`src/design/cal_pkg.sv`:
```
// Package: shared constants, operation codes and cell control types for the cursor list.
`default_nettype none
package cal_pkg;

  localparam int DEPTH = 16;
  localparam int WIDTH = 32;
  localparam int IDX_W = $clog2(DEPTH);
  localparam int CNT_W = $clog2(DEPTH + 1);
  localparam int CUR_W = CNT_W + 1;
  localparam int OUT_W = 32;

  typedef enum logic [2:0] {
    OP_INSERT = 3'd0,
    OP_APPEND = 3'd1,
    OP_REMOVE = 3'd2,
    OP_CLEAR  = 3'd3,
    OP_FIRST  = 3'd4,
    OP_PREV   = 3'd5,
    OP_NEXT   = 3'd6,
    OP_SETPOS = 3'd7
  } op_t;

  typedef enum logic [1:0] {
    SH_NONE,
    SH_INSERT,
    SH_APPEND,
    SH_REMOVE
  } shift_t;

  typedef struct packed {
    shift_t             kind;
    logic [CNT_W-1:0]   pos;
    logic [CNT_W-1:0]   cnt;
    logic [WIDTH-1:0]   din;
  } cell_ctrl_t;

endpackage
`default_nettype wire

```
`src/design/cursor_array_list_unit.sv`:
```
// Top level: cursor list control, configuration register, chain of cells and result register.
// The result of an item is loaded into the output register at its input transfer.
// Throughput: one item per cycle while in_ready is high; each shift of the cell row is registered at its transfer,
//   and in_ready stays high while the result register is empty or being drained.
// Reset (rst, synchronous, active high): length and cursor go to zero, capacity to 16,
//   the result register empties. Cell contents are not cleared.
`default_nettype none
module cursor_array_list_unit import cal_pkg::*; (
  input  wire logic             clk,
  input  wire logic             rst,
  // configuration: capacity register
  input  wire logic             cfg_we,
  input  wire logic [CNT_W-1:0] cfg_wdata,
  // input channel
  input  wire logic             in_valid,
  output logic                  in_ready,
  input  wire logic [2:0]       func,
  input  wire logic [31:0]      value,
  input  wire logic [CNT_W-1:0] position,
  // result channel
  output logic                  out_valid,
  input  wire logic             out_ready,
  output logic      [OUT_W-1:0] removed_value,
  output logic      [CNT_W-1:0] length,
  output logic signed [CUR_W-1:0] cursor_now,
  output logic                  error
);

  // architectural state
  logic [CNT_W-1:0]        count;
  logic [CNT_W-1:0]        count_next;
  logic signed [CUR_W-1:0] cursor;
  logic signed [CUR_W-1:0] cursor_next;
  logic [CNT_W-1:0]        capacity;

  logic [CNT_W-1:0]        eff_cap;
  logic                    accept;
  logic                    ins_err;
  logic                    rem_err;
  logic                    full;
  logic                    err_next;
  logic [OUT_W-1:0]        removed_next;
  logic [WIDTH-1:0]        rd_data;
  op_t                     op;
  cell_ctrl_t              ctrl;

  // result register frees up when its content is taken
  assign in_ready = !out_valid || out_ready;
  assign accept   = in_valid && in_ready;
  assign op       = op_t'(func);

  // capacity above the cell count behaves as the cell count
  assign eff_cap = (capacity > CNT_W'(DEPTH)) ? CNT_W'(DEPTH) : capacity;
  assign full    = (count >= eff_cap);

  // insert needs room and a cursor in 0..count
  assign ins_err = full || cursor[CUR_W-1] || (cursor[CNT_W-1:0] > count);
  // remove needs a cursor on an existing entry
  assign rem_err = (count == '0) || cursor[CUR_W-1] || (cursor[CNT_W-1:0] >= count);

  always_comb begin
    count_next   = count;
    cursor_next  = cursor;
    err_next     = 1'b0;
    removed_next = '0;
    ctrl.kind    = SH_NONE;
    ctrl.pos     = cursor[CNT_W-1:0];
    ctrl.cnt     = count;
    ctrl.din     = value[WIDTH-1:0];
    case (op)
      OP_INSERT: begin
        if (ins_err) begin
          err_next = 1'b1;
        end else begin
          ctrl.kind  = SH_INSERT;
          count_next = count + 1'b1;
        end
      end
      OP_APPEND: begin
        if (full) begin
          err_next = 1'b1;
        end else begin
          ctrl.kind  = SH_APPEND;
          count_next = count + 1'b1;
        end
      end
      OP_REMOVE: begin
        if (rem_err) begin
          err_next = 1'b1;
        end else begin
          ctrl.kind    = SH_REMOVE;
          count_next   = count - 1'b1;
          removed_next = OUT_W'(rd_data);
        end
      end
      OP_CLEAR: begin
        count_next  = '0;
        cursor_next = '0;
      end
      OP_FIRST: cursor_next = '0;
      OP_PREV: begin
        // stops at -1
        if (cursor != '1) begin
          cursor_next = cursor - 1'b1;
        end
      end
      OP_NEXT: begin
        // stops at DEPTH
        if (cursor < $signed(CUR_W'(DEPTH))) begin
          cursor_next = cursor + 1'b1;
        end
      end
      OP_SETPOS: begin
        cursor_next = (position > CNT_W'(DEPTH)) ? CUR_W'(DEPTH) : CUR_W'(position);
      end
      default: cursor_next = cursor;
    endcase
    // cells only move on a transfer
    if (!accept) begin
      ctrl.kind = SH_NONE;
    end
  end

  cal_chain u_chain (
    .clk     (clk),
    .ctrl    (ctrl),
    .rd_data (rd_data)
  );

  always_ff @(posedge clk) begin
    if (rst) begin
      count     <= '0;
      cursor    <= '0;
      capacity  <= CNT_W'(16);
      out_valid <= 1'b0;
    end else begin
      if (cfg_we) begin
        capacity <= cfg_wdata;
      end
      if (accept) begin
        count     <= count_next;
        cursor    <= cursor_next;
        out_valid <= 1'b1;
      end else if (out_ready) begin
        out_valid <= 1'b0;
      end
    end
  end

  // result payload, loaded on every transfer
  always_ff @(posedge clk) begin
    if (accept) begin
      removed_value <= removed_next;
      length        <= count_next;
      cursor_now    <= cursor_next;
      error         <= err_next;
    end
  end

  // an accepted item always leaves a result behind
  a_result_follows: assert property (@(posedge clk) disable iff (rst)
    accept |=> out_valid)
    else $error("no result after input transfer");

  // the list never grows past the cell row
  a_count_bound: assert property (@(posedge clk) disable iff (rst)
    count <= CNT_W'(DEPTH))
    else $error("length exceeds depth");

  // a good remove shrinks the list by one
  a_remove_len: assert property (@(posedge clk) disable iff (rst)
    (accept && op == OP_REMOVE && !rem_err) |=> (count == $past(count) - 1'b1))
    else $error("remove did not shrink the list");

  // a rejected item reports no removed entry
  a_err_zero: assert property (@(posedge clk) disable iff (rst)
    (out_valid && error) |-> (removed_value == '0))
    else $error("rejected item carries a value");

endmodule
`default_nettype wire

```
`src/design/cal_cell.sv`:
```
// One list cell: holds an entry, loads new data or a neighbor's entry on a shift.
`default_nettype none
module cal_cell import cal_pkg::*; (
  input  wire logic             clk,
  input  wire cell_ctrl_t       ctrl,
  input  wire logic [IDX_W-1:0] idx,
  input  wire logic [WIDTH-1:0] left_data,
  input  wire logic [WIDTH-1:0] right_data,
  output logic      [WIDTH-1:0] data
);

  logic [WIDTH-1:0] data_next;
  logic [CNT_W-1:0] pos_here;

  assign pos_here = CNT_W'(idx);

  always_comb begin
    data_next = data;
    case (ctrl.kind)
      SH_INSERT: begin
        if (pos_here == ctrl.pos) begin
          data_next = ctrl.din;
        end else if (pos_here > ctrl.pos && pos_here <= ctrl.cnt) begin
          data_next = left_data;
        end
      end
      SH_APPEND: begin
        if (pos_here == ctrl.cnt) begin
          data_next = ctrl.din;
        end
      end
      SH_REMOVE: begin
        // entries above the removed one slide down
        if (pos_here >= ctrl.pos && (pos_here + 1'b1) < ctrl.cnt) begin
          data_next = right_data;
        end
      end
      default: data_next = data;
    endcase
  end

  always_ff @(posedge clk) begin
    data <= data_next;
  end

endmodule
`default_nettype wire

```
`src/design/cal_chain.sv`:
```
// Row of list cells wired to their neighbors, plus the read of the entry at the cursor.
`default_nettype none
module cal_chain import cal_pkg::*; (
  input  wire logic             clk,
  input  wire cell_ctrl_t       ctrl,
  output logic      [WIDTH-1:0] rd_data
);

  logic [WIDTH-1:0] cell_q [DEPTH];

  for (genvar g = 0; g < DEPTH; g++) begin : g_cell
    logic [WIDTH-1:0] left_d;
    logic [WIDTH-1:0] right_d;

    if (g == 0) begin : g_first
      assign left_d = '0;
    end else begin : g_mid_l
      assign left_d = cell_q[g-1];
    end

    if (g == DEPTH - 1) begin : g_last
      assign right_d = '0;
    end else begin : g_mid_r
      assign right_d = cell_q[g+1];
    end

    cal_cell u_cell (
      .clk        (clk),
      .ctrl       (ctrl),
      .idx        (IDX_W'(g)),
      .left_data  (left_d),
      .right_data (right_d),
      .data       (cell_q[g])
    );
  end

  // and-or select of the entry at ctrl.pos
  always_comb begin
    rd_data = '0;
    for (int i = 0; i < DEPTH; i++) begin
      if (ctrl.pos == CNT_W'(i)) begin
        rd_data = rd_data | cell_q[i];
      end
    end
  end

endmodule
`default_nettype wire

```
`config.mk`:
```
export PLATFORM = sky130hd
export DESIGN_NAME = cursor_array_list_unit
export DESIGN_NICKNAME = d
export VERILOG_FILES = /design/src/design/cal_pkg.sv /design/src/design/cursor_array_list_unit.sv /design/src/design/cal_cell.sv /design/src/design/cal_chain.sv
export SDC_FILE = /design/constraint.sdc
export NUM_CORES = 2
export LEC_CHECK = 0
export BUFFER_PORTS_ARGS = -buffer_cell sky130_fd_sc_hd__buf_2
export CAP_MARGIN = 20
export CELL_PAD_IN_SITES_DETAIL_PLACEMENT = 1
export CELL_PAD_IN_SITES_GLOBAL_PLACEMENT = 2
export CORE_ASPECT_RATIO = 1.1
export CORE_MARGIN = 3
export CORE_UTILIZATION = 39
export CTS_CLUSTER_SIZE = 14
export DETAILED_ROUTE_END_ITERATION = 8
export PLACE_DENSITY = 0.89
export SLEW_MARGIN = 5
export SYNTH_ARGS = -nofsm -noshare
export SYNTH_HDL_FRONTEND = slang
export SYNTH_SLANG_ARGS = --single-unit
```
`constraint.sdc`:
```
create_clock -name clk -period 6.68 [get_ports clk]
set_input_delay 0.334 -clock clk [delete_from_list [all_inputs] [get_ports clk]]
set_output_delay 0.334 -clock clk [all_outputs]
set_load 0.01 [all_outputs]
```
==> summary.md <==
| Metric | Value |
|---|---|
| Placer Congestion | `0.8884` |
| Fin. Hold Viols | `0` |
| Commonest cells after routing, fill and taps aside | `edfxtp_1 (556), nand2_1 (467), mux2i_1 (426)` |
| Post-synth net total | `3,073` |
| Top FF cell, synth | `edfxtp_1` |
| Register area | `around 17,000 µm²` |
| Worst Path Required | `6.95 ns` |
| Total Power | `around 8.7 mW` |
| Root buf cell | `clkbuf_16` |
| Share of the synthesized area in the top cell type | `around 52%` |
| Vias in the first global route | `around 28,000` |
| Setup Viol. Count Final | `0` |
| P per Cell Area | `240.2 nW/µm²` |
| Max-slew violations | `0` |
| Placed wire-length estimate | `around 75,000 µm` |
| Max Cap Violations | `0` |
| Initial Utilization | `between 30 and 40%` |
| Row count | `110` |
| Post-synthesis sequential area ratio | `52.63%` |
| # nets final | `just over 3,000` |
| Largest net degree at the start of global routing | `roughly 270` |
| Clock Latency Late Sink | `between 0.6 and 0.7 ns` |
| Comb power frac | `10.1%` |
| CTS tree | `yes` |
| Die area | `roughly 87,000 µm²` |
| Crit-path leading delay family | `compound AO/OA/AOI/OAI gates` |
| Antenna viol nets, final | `0` |
| Switching Fraction | `approximately a quarter` |
| Hold WC Path Type | `in -> reg` |
| Synth warn | `0` |
| Layout cell share with drive strength beyond 1 | `roughly 11%` |
| DR iter-0 viols | `3,587` |
| Synth unique cells | `74` |
| Bufs and invs on worst path | `2` |
| Clock slew at reported path FFs | `roughly 0.060 ns` |
| H-tree depth | `3` |
| Via Count | `between 20,000 and 30,000` |
| Internal | `6.470 mW` |
| I/O pins | `96` |
| Slowest stage delay, CP | `0.77 ns` |
| Fill cell total of the finished layout | `around 9,000` |
| TNS Setup | `0 ns` |
| Dominant cell type by area after synthesis | `edfxtp_1` |
| Endpoint class of the critical path | `flip-flop` |
| Post-layout min period | `around 5.2 ns` |
| RSZ-0062 raised after global routing | `no` |
| Peak VDD IR | `about 200 µV` |
| Area of the multi-input gates | `approximately 14,000 µm²` |
| Port bufs | `95` |
| Switch Pwr | `roughly 2.2 mW` |
| Max Buffers Root-to-Sink | `3` |
| Die Wd | `around 280 µm` |
| Status | `finished, final reports clean` |
| CORE AREA | `82,030 µm²` |
| Global-route wire length before repair | `approximately 190,000 µm` |
| DR vias/cell | `between 6 and 7` |
| EDFF count, synth | `556` |
| Clock Skew | `between 0.015 and 0.02 ns` |
| Post-Syn Area | `roughly 32,000 µm²` |
| Initial antenna violation count | `6` |
| Mapped Avg Cell Area | `between 10 and 15 µm²` |
| Clock power share | `44.0%` |
| FF+latch count, synth | `between 500 and 600` |
| Startpoint types | `flip-flop` |
| Async set-reset flop share out of synthesis | `0%` |
| Synth Instances | `3,004` |
| CP cell instances | `inv_1 -> ha_1 -> o211a_1 -> o31a_1 -> o22ai_1 -> and4b_1 -> or2_1 -> a32o_2 -> buf_4` |
| DRC violations left | `0` |
| Grt total ovfl | `0` |
| Critical Path Fanout Max | `19` |
| Max-Slew Margin vs Limit | `between 10% and 20%` |
| Commonest non-fill, non-tap cell in the layout | `edfxtp_1` |
| Inserted Clock Buffers | `roughly 70` |
| Synth top area cells | `edfxtp_1 (52%), mux2i_1 (13%), o21ai_0 (5.8%)` |
| Sequential power share | `a little under half` |
| Critical path class | `reg -> reg` |
| P_leak | `approximately 11 nW` |
| Total wire length | `127,900 µm` |
| Die height | `308.2 µm` |
| WP data arrival | `about 5.5 ns` |
| Area grow syn2layout | `11.57%` |
| Gr usage total | `28.77%` |
| Critical path's slowest cell | `dfxtp_1` |
| Measured slew at the worst slew-check pin | `between 1 and 1.5 ns` |
| WL per Instance | `about 31 µm` |
| Clock sinks | `573` |
| Max Clock Freq | `192.4 MHz` |
| Length of the first detailed-routing pass in iterations | `8` |
| Fin crit share | `slightly below 80%` |
path summary, 6_finish.rpt:
| path | from | to | slack, ns | cells after the start |
|---|---|---|---|---|
| hold / removal | cfg_wdata[2] | capacity[2]$_SDFFE_PP0P_ | 0.02 | 3 |
| setup reg to reg | count[2]$_SDFFE_PP0P_ | u_chain.g_cell[6].u_cell.data[12]$_DFFE_PP_ | 1.48 | 9 |
| hold reg to reg | capacity[3]$_SDFFE_PP0P_ | capacity[3]$_SDFFE_PP0P_ | 0.50 | 2 |
| setup / recovery | count[2]$_SDFFE_PP0P_ | u_chain.g_cell[6].u_cell.data[12]$_DFFE_PP_ | 1.48 | 9 |
power by group through the flow:
stage	combinational, mW	clock [mW]	sequential [mW]
final	0.874	3.82	3.98
after CTS	0.851	3.87	3.98
after detailed placement	0.843	0	4.06
after floorplan	0.525	0	4.06
after global routing	0.914	4.01	3.98
after global placement	0.818	0	4.05
layer usage:
| metal | wire, µm | vias up | track usage [%] | part of all wire [%] |
|---|---|---|---|---|
| li1 | - | 11420 | - | - |
| met1 | 50170 | 13750 | 37.19 | 39 |
| met2 | 59470 | 1633 | 46.87 | 46 |
| met3 | 12280 | 370 | 5.753 | 9.6 |
| met4 | 5967 | 2 | 12.72 | 4.7 |
| met5 | 13 | - | 0 | 0.010 |
synthesized netlist by cell type (all sizes together) (4+ instances only):
| cell type | n |
|---|---|
| ha | 19 |
| a32o | 4 |
| o211ai | 10 |
| o221a | 4 |
| and4 | 6 |
| a211oi | 8 |
| nor2 | 122 |
| mux2i | 427 |
| nand3 | 23 |
| o221ai | 8 |
| a22o | 128 |
| nand2 | 467 |
| mux2 | 5 |
| o31ai | 8 |
| and3 | 27 |
| nor3 | 26 |
| nor4 | 9 |
| buf | 147 |
| nor2b | 8 |
| o21ai | 451 |
| or2 | 8 |
| a222oi | 18 |
| dfxtp | 17 |
| nand4 | 8 |
| a31oi | 35 |
| o22ai | 36 |
| clkbuf | 138 |
| or3 | 4 |
| a21oi | 37 |
| and2 | 8 |
| o311ai | 7 |
| edfxtp | 556 |
| a221oi | 72 |
| nand2b | 10 |
| inv | 15 |
| a22oi | 87 |
cell families after synthesis:
group           after synthesis  share of synthesized area [%]
compound gates              938                          18.94
xor+xnor                      4                         0.1082
fa+ha+maj                    19                         0.7344
buf+inv                     301                          4.302
flops                       573                          52.63
mux                         432                          13.38
simple gates                737                          9.914
stage by stage:
stage                     hold slack, ns  cells  util (%)  cell area (µm²)  worst slack [ns]
after floorplan                   0.4068   3004         -            32370            0.4559
after global routing             0.03452   4078     44.03            36120             1.157
final                            0.01772   4079     44.03            36120             1.481
after CTS                       0.009558   4077     44.03            36110             1.521
after global placement            0.4802   3950     41.23            33820             1.764
after detailed placement          0.4902   3951     41.26            33840             1.574
flip-flops by register name (all words and copies together) (netlist names):
name                        count
cursor                          6
out_valid                       1
length                          5
cursor_now                      6
error                           1
count                           5
removed_value                  32
capacity                        5
u_chain.g_cell.u_cell.data    512
final cells by class:
class | count | share of cell area, %
clock buffer | 79 | 5.002
tap | 1064 | 3.686
multi-input combinational | 2130 | 39.71
sequential | 573 | 47.17
antenna | 2 | 0.01386
timing repair buffer | 172 | 3.083
inverter | 16 | 0.1663
clock inverter | 43 | 1.171
worst reg2reg max path, stage by stage, from the launching register on:
cell     delay (ns)
dfxtp_1        0.77
inv_1          0.40
ha_1           0.43
o211a_1        0.26
o31a_1         0.19
o22ai_1        0.27
and4b_1        0.73
or2_1          0.65
a32o_2         0.68
buf_4          0.46
what timing repair did:
item                                   CTS  global route
hold buffers                             4             0
gates resized for setup                  0             0
endpoints found under the hold margin    4             0
setup buffers                            0             0
No activity file was read; power rests on OpenSTA's default activity.
